`src/hdl/vector3_normalize_defines.svh`:
```
// Assertion macros used by the vector normalizer RTL.
`ifndef VECTOR3_NORMALIZE_DEFINES_SVH
`define VECTOR3_NORMALIZE_DEFINES_SVH

// Same-cycle implication, checked out of reset.
`define VN_ASSERT_IMP(lbl, ante, cons, msg) \
  lbl: assert property (@(posedge clk) disable iff (!rst_n) (ante) |-> (cons)) \
    else $error(msg);

// Next-cycle implication, checked out of reset.
`define VN_ASSERT_NXT(lbl, ante, cons, msg) \
  lbl: assert property (@(posedge clk) disable iff (!rst_n) (ante) |=> (cons)) \
    else $error(msg);

`endif

```
`src/hdl/vn_pkg.sv`:
```
`timescale 1ns / 1ps
package vn_pkg;

  localparam int CompW   = 16;
  localparam int SumW    = 32;
  localparam int RootW   = 16;
  localparam int SqRemW  = 18;
  localparam int QuotW   = 15;
  localparam int DvRemW  = 17;
  localparam int Lanes   = 3;

  typedef struct packed {
    logic signed [CompW-1:0] in_x;
    logic signed [CompW-1:0] in_y;
    logic signed [CompW-1:0] in_z;
  } in_t;

  typedef struct packed {
    logic signed [CompW-1:0] unit_x;
    logic signed [CompW-1:0] unit_y;
    logic signed [CompW-1:0] unit_z;
    logic [CompW-1:0]        vec_length;
    logic                    is_zero;
  } out_t;

  typedef struct packed {
    logic [SumW-1:0]              n;
    logic [SqRemW-1:0]            rem;
    logic [RootW-1:0]             root;
    logic [Lanes-1:0]             neg;
    logic [Lanes-1:0][CompW-1:0]  mag;
  } sq_t;

  typedef struct packed {
    logic [RootW-1:0]              len;
    logic [Lanes-1:0]              neg;
    logic [Lanes-1:0][QuotW-1:0]   feed;
    logic [Lanes-1:0][DvRemW-1:0]  rem;
    logic [Lanes-1:0][QuotW-1:0]   q;
  } dv_t;

endpackage

```
`src/hdl/vn_div_cell.sv`:
```
`timescale 1ns / 1ps
module vn_div_cell (
  input  logic         clk,
  input  logic         rst_n,
  input  logic         v_i,
  input  vn_pkg::dv_t  d_i,
  output logic         v_o,
  output vn_pkg::dv_t  d_o
);
  import vn_pkg::*;

  logic [Lanes-1:0][DvRemW-1:0] r2;
  dv_t                          d_nxt;
  logic                         v_r;
  dv_t                          d_r;

  always_comb begin
    d_nxt = d_i;
    for (int i = 0; i < Lanes; i++) begin
      r2[i] = {d_i.rem[i][DvRemW-2:0], d_i.feed[i][QuotW-1]};
      d_nxt.feed[i] = {d_i.feed[i][QuotW-2:0], 1'b0};
      if (r2[i] >= {1'b0, d_i.len}) begin
        d_nxt.rem[i] = r2[i] - {1'b0, d_i.len};
        d_nxt.q[i]   = {d_i.q[i][QuotW-2:0], 1'b1};
      end else begin
        d_nxt.rem[i] = r2[i];
        d_nxt.q[i]   = {d_i.q[i][QuotW-2:0], 1'b0};
      end
    end
  end

  always_ff @(posedge clk) begin
    if (!rst_n) begin
      v_r <= 1'b0;
    end else begin
      v_r <= v_i;
    end
    d_r <= d_nxt;
  end

  assign v_o = v_r;
  assign d_o = d_r;

endmodule
```
`config.mk`:
```
export PLATFORM = sky130hd
export DESIGN_NAME = vn_div_cell
export DESIGN_NICKNAME = d
export VERILOG_FILES = /design/src/hdl/vector3_normalize_defines.svh /design/src/hdl/vn_pkg.sv /design/src/hdl/vn_div_cell.sv
export SDC_FILE = /design/constraint.sdc
export NUM_CORES = 1
export LEC_CHECK = 0
export ABC_CLOCK_PERIOD_IN_PS = 6700
export BUFFER_PORTS_ARGS = -buffer_cell sky130_fd_sc_hd__buf_4
export CORE_AREA = 2 2 125 127
export CTS_CLUSTER_SIZE = 16
export DETAILED_ROUTE_END_ITERATION = 16
export DIE_AREA = 0 0 127 129
export PLACE_DENSITY = 0.87
export SYNTH_ARGS = -nofsm -noshare
export SYNTH_HDL_FRONTEND = slang
export SYNTH_SLANG_ARGS = --single-unit
```
`constraint.sdc`:
```
create_clock -name clk -period 6.7 [get_ports clk]
set_input_delay 1.34 -clock clk [delete_from_list [all_inputs] [get_ports clk]]
set_output_delay 1.34 -clock clk [all_outputs]
set_load 0.02 [all_outputs]
```
==> qor.csv <==
metric,value,unit
outcome,finished clean,
Starting Density,42.6,%
CTS Hold Buffers Added,0,
post-route ant nets,0,
Startpoint Class,input port,
Fin. Hold Viols,0,
Syn Area/Cell,10.3,um^2
total internal power,1.87,mW
core area,15000,um^2
crit path from,d_i[152],
vias in the first global route,5722,
critical path peak fanout,26,
DRC violations left,0,
Crit Path Category,in2reg,
period utilization,57.0,%
Hold Path Stages,1,
sw frac,31.3,%
Hold Path Sink,d_o[26],
clock slew at reported path FFs,0.07,ns
Sequential Power Share,39.2,%
Min-Delay Path Class,in2reg,
largest net degree at the start of global routing,30,
CP required,7.00,ns
final WL,22100,um
MaxCap Viol Count,0,
CP Capture Type,flip-flop,
worst hold start,d_i[25],
Syn Std Cell Area,6390,um^2
I/O Pins,324,
post-synthesis sequential element count,158,
total gr overflow,0,
share of post-route cells with drive strength above 1,39.9,%
clock sinks,158,
combinational power share,26.7,%
wire per inst,19.3,um
initial drt markers,354,
peak supply drop,0.000181,V
sw power,0.854,mW
P&R area growth vs syn,48.6,%
die height,129,um
RD Place Congestion,0.951,
CTS Root Cell,clkbuf_16,
clock buffer depth,2,
Total Power,2.73,mW
DP HPWL,17800,um
Leak Pwr,4.61,nW
drt pass-1 iters,5,
Fmax,262,MHz
first-pass GRT wire length,31900,um
CTS tree,yes,
PD cells,287,nW/um^2
unrepaired setup endpoints after global routing,false,
Cell variety after synth,57,
total of cells resized after clock tree synthesis,0,
Clk network pwr share,34.1,%
routed vias/inst,5.07,
Post-synth ARST share,0,%
Post-synth EDFFs,0,
Die Span X,127,um
Syn Inst Count,622,
post-CTS setup repair buffer count,0,
detailed-route via count,5817,
Critical Path AT,4.13,ns
"Primary FF master, synth",dfxtp_1,
final setup TNS,0,ns
actual slew at the worst max-slew pin,1.07,ns
Slew headroom,28.2,%
Slew Limit Fails,0,
fin nets,1159,
IO buf count,314,
die area,16400,um^2
total track usage,26.1,%
Util after Layout,63.4,%
post-synthesis sequential area ratio,49.5,%
# setup viols final,0,
initial antenna violation count,1,
synth warn,0,
Cell Rows,45,
H-tree levels,4,
CTS Buf Count,17,
crit path time final,3.82,ns
worst max path at each step:
stage,to,slack [ns],cells past startpoint
finish,d_o[77],2.88,9
global route,d_o[77],2.65,9
CTS,d_o[77],2.90,9
detailed placement,d_o[72],2.46,9
global placement,d_o[72],2.47,9
floorplan,d_o[55],3.18,10
cell families after synthesis:
kind of cell | count (synthesis) | synth area share, %
flops | 158 | 49.5
buf+inv | 47 | 3.13
fa+ha+maj | 51 | 10.3
xor+xnor | 32 | 4.39
compound gates | 172 | 17.3
simple gates | 133 | 10.0
other cells | 1 | 0.0587
mux | 28 | 5.23
final cells by class:
| cell class | count | area [um^2] |
|---|---|---|
| sequential | 158 | 3160 |
| multi-input combinational | 419 | 3030 |
| clock inverter | 13 | 123 |
| timing repair buffer | 315 | 2360 |
| inverter | 34 | 128 |
| clock buffer | 19 | 443 |
| tap | 188 | 235 |
| fill | 1251 | 5490 |
| antenna | 1 | 2.50 |
synth_stat cells, types with 11 or more instances:
cell type,number,area (um^2)
xor2_1,15,131
nor2_1,43,161
nand2_1,31,116
o21ai_0,28,140
dfxtp_1,158,3160
inv_1,34,128
mux2_2,19,214
a21oi_1,63,315
ha_1,48,601
a21o_1,17,128
xnor2_1,17,149
o21a_1,11,82.6
per-stage QoR:
| stage | cell area (um^2) | hold WS, ns | instances | setup slack (ns) |
|---|---|---|---|---|
| final | 9490 | 1.01 | 1147 | 2.88 |
| after detailed placement | 8920 | 1.45 | 1114 | 2.46 |
| after global placement | 8920 | 1.44 | 1114 | 2.47 |
| after CTS | 9490 | 0.997 | 1146 | 2.90 |
| after global routing | 9490 | 0.990 | 1147 | 2.65 |
| after floorplan | 6390 | 1.37 | 624 | 3.18 |
routing by layer:
metal / global-route usage (%) / part of all wire (%)
met3: 9.40 / 8.2
met1: 30.2 / 40
met2: 44.9 / 49
met5: 0 / 0
met4: 9.24 / 2.7
registers in the layout, summed over array words and instances (netlist names):
name  cells
d_o     157
v_o       1
critical path: stages:
cell      delay, ns
buf_4          0.11
inv_1          0.17
ha_1           0.33
a21o_1         0.23
a31oi_1        0.25
nor2_1         0.10
o211ai_1       0.22
nand3_1        0.79
mux2_2         0.58
layout by cell type, fill, tap and decap left out, types with 3 or more instances in the layout:
master	n
nand3_1	9
a211oi_1	9
and3_1	5
o211ai_1	6
nor2b_1	7
o31ai_1	3
nand2b_1	9
clkbuf_16	17
inv_6	7
buf_4	315
conb_1	3
o21bai_1	5
xnor2_1	17
a21o_1	17
xor2_1	15
o21a_1	11
nor3_1	8
nor2_1	43
ha_1	48
fa_1	3
o21ai_0	28
o31a_1	4
or3_1	4
nand4_1	4
inv_1	34
mux2i_1	3
mux2_2	19
a21oi_1	63
nand2_1	31
and2_1	3
dfxtp_1	158
a31oi_1	5
o21ai_1	4
mux2_4	6
power groups by stage:
| stage | Combinational [mW] | Sequential (mW) | Clock [mW] |
|---|---|---|---|
| 6_report | 0.727 | 1.07 | 0.931 |
| 5_1_grt | 0.780 | 1.08 | 0.986 |
| 4_1_cts | 0.729 | 1.07 | 0.945 |
| 3_5_place_dp | 0.725 | 1.09 | 0 |
| 3_3_place_gp | 0.717 | 1.09 | 0 |
| 2_1_floorplan | 0.284 | 1.22 | 0 |
Note: power is estimated with default switching activity, not from simulation.
