[config.mk]
export PLATFORM = sky130hd
export DESIGN_NAME = vn_sqrt_cell
export DESIGN_NICKNAME = d
export VERILOG_FILES = /design/src/hdl/vector3_normalize_defines.svh /design/src/hdl/vn_pkg.sv /design/src/hdl/vn_sqrt_cell.sv
export SDC_FILE = /design/constraint.sdc
export NUM_CORES = 1
export LEC_CHECK = 0
export ABC_AREA = 1
export BUFFER_PORTS_ARGS = -buffer_cell sky130_fd_sc_hd__buf_2
export CAP_MARGIN = 25
export CORE_MARGIN = 1.5
export CORE_UTILIZATION = 38
export CTS_CLUSTER_DIAMETER = 200
export DETAILED_ROUTE_END_ITERATION = 6
export GPL_TIMING_DRIVEN = 0
export PLACE_DENSITY = 0.82
export SLEW_MARGIN = 30
export SYNTH_ARGS = -nofsm -noshare
export SYNTH_HDL_FRONTEND = slang
export SYNTH_SLANG_ARGS = --single-unit
[constraint.sdc]
create_clock -name clk -period 1.55 [get_ports clk]
set_input_delay 0.155 -clock clk [delete_from_list [all_inputs] [get_ports clk]]
set_output_delay 0.155 -clock clk [all_outputs]
set_load 0.02 [all_outputs]
[src/hdl/vector3_normalize_defines.svh]
// Assertion macros used by the vector normalizer RTL.
`ifndef VECTOR3_NORMALIZE_DEFINES_SVH
`define VECTOR3_NORMALIZE_DEFINES_SVH

// Same-cycle implication, checked out of reset.
`define VN_ASSERT_IMP(lbl, ante, cons, msg) \
  lbl: assert property (@(posedge clk) disable iff (!rst_n) (ante) |-> (cons)) \
    else $error(msg);

// Next-cycle implication, checked out of reset.
`define VN_ASSERT_NXT(lbl, ante, cons, msg) \
  lbl: assert property (@(posedge clk) disable iff (!rst_n) (ante) |=> (cons)) \
    else $error(msg);

`endif

[src/hdl/vn_pkg.sv]
`timescale 1ns / 1ps
package vn_pkg;

  localparam int CompW   = 16;
  localparam int SumW    = 32;
  localparam int RootW   = 16;
  localparam int SqRemW  = 18;
  localparam int QuotW   = 15;
  localparam int DvRemW  = 17;
  localparam int Lanes   = 3;

  typedef struct packed {
    logic signed [CompW-1:0] in_x;
    logic signed [CompW-1:0] in_y;
    logic signed [CompW-1:0] in_z;
  } in_t;

  typedef struct packed {
    logic signed [CompW-1:0] unit_x;
    logic signed [CompW-1:0] unit_y;
    logic signed [CompW-1:0] unit_z;
    logic [CompW-1:0]        vec_length;
    logic                    is_zero;
  } out_t;

  typedef struct packed {
    logic [SumW-1:0]              n;
    logic [SqRemW-1:0]            rem;
    logic [RootW-1:0]             root;
    logic [Lanes-1:0]             neg;
    logic [Lanes-1:0][CompW-1:0]  mag;
  } sq_t;

  typedef struct packed {
    logic [RootW-1:0]              len;
    logic [Lanes-1:0]              neg;
    logic [Lanes-1:0][QuotW-1:0]   feed;
    logic [Lanes-1:0][DvRemW-1:0]  rem;
    logic [Lanes-1:0][QuotW-1:0]   q;
  } dv_t;

endpackage

[src/hdl/vn_sqrt_cell.sv]
`timescale 1ns / 1ps
module vn_sqrt_cell (
  input  logic         clk,
  input  logic         rst_n,
  input  logic         v_i,
  input  vn_pkg::sq_t  d_i,
  output logic         v_o,
  output vn_pkg::sq_t  d_o
);
  import vn_pkg::*;

  logic [SqRemW-1:0] r2;
  logic [SqRemW-1:0] trial;
  sq_t               d_nxt;
  logic              v_r;
  sq_t               d_r;

  always_comb begin
    r2    = {d_i.rem[SqRemW-3:0], d_i.n[SumW-1 -: 2]};
    trial = {d_i.root, 2'b01};
    d_nxt = d_i;
    d_nxt.n = {d_i.n[SumW-3:0], 2'b00};
    if (r2 >= trial) begin
      d_nxt.rem  = r2 - trial;
      d_nxt.root = {d_i.root[RootW-2:0], 1'b1};
    end else begin
      d_nxt.rem  = r2;
      d_nxt.root = {d_i.root[RootW-2:0], 1'b0};
    end
  end

  always_ff @(posedge clk) begin
    if (!rst_n) begin
      v_r <= 1'b0;
    end else begin
      v_r <= v_i;
    end
    d_r <= d_nxt;
  end

  assign v_o = v_r;
  assign d_o = d_r;

endmodule

==> results.toml <==
[floorplan]
core_area_um2 = 9770
die-area_um2 = 10700
pin_count = 238
initial_utilization_pct = 39.1
num_rows = 36
die_h_um = 103
die_w_um = 103

[clock_tree]
ctsHtreeMaxLevel = 4
cts_buffers = 17
cts_resized = 0
cts_root_buffer = "clkbuf_8"
clock-sinks = 116
cts_buffer_depth = 2
cts_tree = "done"
clk_pin_slew_ps = 60

[power_and_ir_drop]
net-switching-power_mw = 2.38
seqPwrFrac_pct = 37.9
vdd_drop_max_v = 0.000587
clkPwrFrac_pct = 43.9
p_leak_nw = 3.67
p_int_mw = 6.24
switching_share_pct = 27.6
p_per_area_nw_per_um2 = 1250
p_comb_share_pct = 18.2

[route]
wl_met1_um = 5590
ant_nets = 0
viasPerCell = 4.50
via_count = 4176
highest_layer = "met4"
drtIter0Drc = 118
drc = 0
wl_met2_um = 7700
firstDrtPassIters = 5
detail_route.wl_per_cell_um = 16.6
wl_met3_um = 1270
routed_wl_um = 15400

[placed_design]
dpl.hpwl_um = 9310
placed_area_um2 = 5150
port_buffers = 233
dp.cells = 776
place_congestion = 0.866

[logic_synthesis]
ys_seq_area_share_pct = 60.8
syn_area_um2 = 3820
synth.distinct_cells = 26
synth_top_area_cell = "dfxtp_1"
synth_top_cell_area_share_pct = 60.8
synth_edf_count = 0
syn_inst = 409
synth.area.top_cells = "dfxtp_1 61%, nand2_1 11%, ha_1 5.9%"
synthFlopType = "dfxtp_1"
syn_area_per_cell_um2 = 9.33
yosysWarningCount = 0
synthTopCellsByCount = "116 x dfxtp_1, 116 x nand2_1, 54 x inv_1, 32 x nand3_1, 18 x ha_1"
synthArstFlopShare_pct = 0
synth-seq-cells = 116

[worst_setup_path]
crit_top_cell = "nand2_1"
start_kind = "primary input"
cp.required_ps = 2000
worstPathCellList = "buf_2 -> inv_1 -> ha_1 -> nand2_1 -> nor2_2 -> and2_4 -> nand2_1 -> nand2_2 -> a21boi_4 -> buf_6 -> nand3_1 -> nand2_1"
cp_slowest_cell = "ha_1"
critical_path.endpoint_type = "flip-flop"
worstPathArrival_ps = 1780
criticalPathCategory = "in -> reg"
path_max_fanout = 10
slowest_delay_ps = 350

[run_status]
status = "finished with violations"
violations = "hold timing"

[final_layout]
drive_gt1_share_pct = 36.2
final_cells = 927
syn_to_final_growth_pct = 80.7
design_area_um2 = 6900
final_nets = 916

[sta]
drv_slew = 0
worst_hold_slack_ps = -6.28
finalHoldViolations = 1
rsz0062_at_grt = "false"
period_needed_ps = 1330
fmax_ghz = 0.755
fin_crit_sh_pct = 85.5
setup-violations-final = 0
tns_ps = 0

[grt]
grt_pass1_vias = 4310
globalRouteTotalUtil_pct = 28.1
grt_start_max_net_pins = 17
overflow = 0
grt_pass1_wl_um = 22100
antenna_found_initial = 3

[job]
maxCapViolCount = 0

[min_path]
hold_class = "in -> reg"
[worst max-delay path: cells and delay by family]
kind            cells  cell delay, ps
fa+ha+maj           1             350
buf+inv             3             350
compound gates      1             290
simple gates        7             610
[power by group through the flow]
stage / Sequential [mW] / Combinational, mW / Clock, mW
5_1_grt: 3.28 / 1.69 / 3.97
4_1_cts: 3.26 / 1.53 / 3.78
3_3_place_gp: 3.32 / 1.27 / 0
2_1_floorplan: 3.62 / 0.484 / 0
6_report: 3.27 / 1.57 / 3.79
3_5_place_dp: 3.32 / 1.28 / 0
[kinds of logic (layout without fill, tap and decap cells)]
kind of cell | count (synthesis) | count (layout) | share of synthesized area [%]
other | 1 | 5 | 0.0982
buffers and inverters | 61 | 442 | 6.88
DFF | 116 | 116 | 60.8
xor gates and xnor gates | 8 | 8 | 1.84
and+or+nand+nor | 185 | 185 | 21.3
AOI/OAI and AO/OA | 20 | 20 | 3.18
adders and majority gates | 18 | 18 | 5.90
[layout by cell type (no fill, tap or decap), types with 2 or more instances in the layout]
master | synthesis | layout
clkbuf_8 | 0 | 3
clkinv_4 | 0 | 3
diode_2 | 0 | 3
conb_1 | 1 | 2
nand3b_1 | 8 | 8
inv_1 | 54 | 54
nor2_1 | 15 | 15
xor2_1 | 7 | 7
dfxtp_1 | 116 | 116
nand3_1 | 32 | 32
nand2_2 | 7 | 7
clkbuf_16 | 0 | 16
clkinvlp_4 | 0 | 2
dlygate4sd3_1 | 0 | 116
o21ai_0 | 4 | 4
buf_4 | 3 | 3
ha_1 | 18 | 18
bufinv_16 | 0 | 2
a21oi_1 | 12 | 12
nor2_2 | 2 | 2
clkinv_2 | 0 | 4
buf_6 | 3 | 3
nand2_1 | 116 | 116
buf_2 | 0 | 233
[metrics by stage]
step	total power [mW]	setup WS (ps)	utilization (%)
4_1_cts	8.57	285	70.4
3_3_place_gp	4.59	-240	52.7
3_5_place_dp	4.61	-256	52.7
2_1_floorplan	4.10	81.3	-
6_report	8.62	225	70.6
5_1_grt	8.94	134	70.6
[state kept, by name (all words and copies together) (netlist names)]
| name | cells |
|---|---|
| d_o | 115 |
| v_o | 1 |
[path summary, 6_finish.rpt]
kind | from | end | slack [ps] | cells past startpoint
hold / removal | d_i[115] | d_o[67] | -6 | 4
setup / recovery | d_i[61] | d_o[72] | 220 | 12
[layout make-up]
type                    count  area [um2]
fillers                   655        2880
repair buffers            349        2330
flip-flops and latches    116        2320
multi-input cells         233        1240
clock buffers              20         445
inverters                  55         206
well taps                 133         166
clock inverters            12         130
plain buffers               6        56.3
diodes                      3        7.51
[repair_timing]
action                                 in CTS  in global routing
hold buffers                              115                  1
setup buffers                               0                  0
endpoints found under the hold margin     115                  1
[layer usage]
layer	track usage (%)	vias to the layer above
met1	27.7	1882
met4	16.6	0
met2	50.3	217
met3	10.9	67
li1	-	2010
met5	0	-
Note: power is estimated with default switching activity, not from simulation.
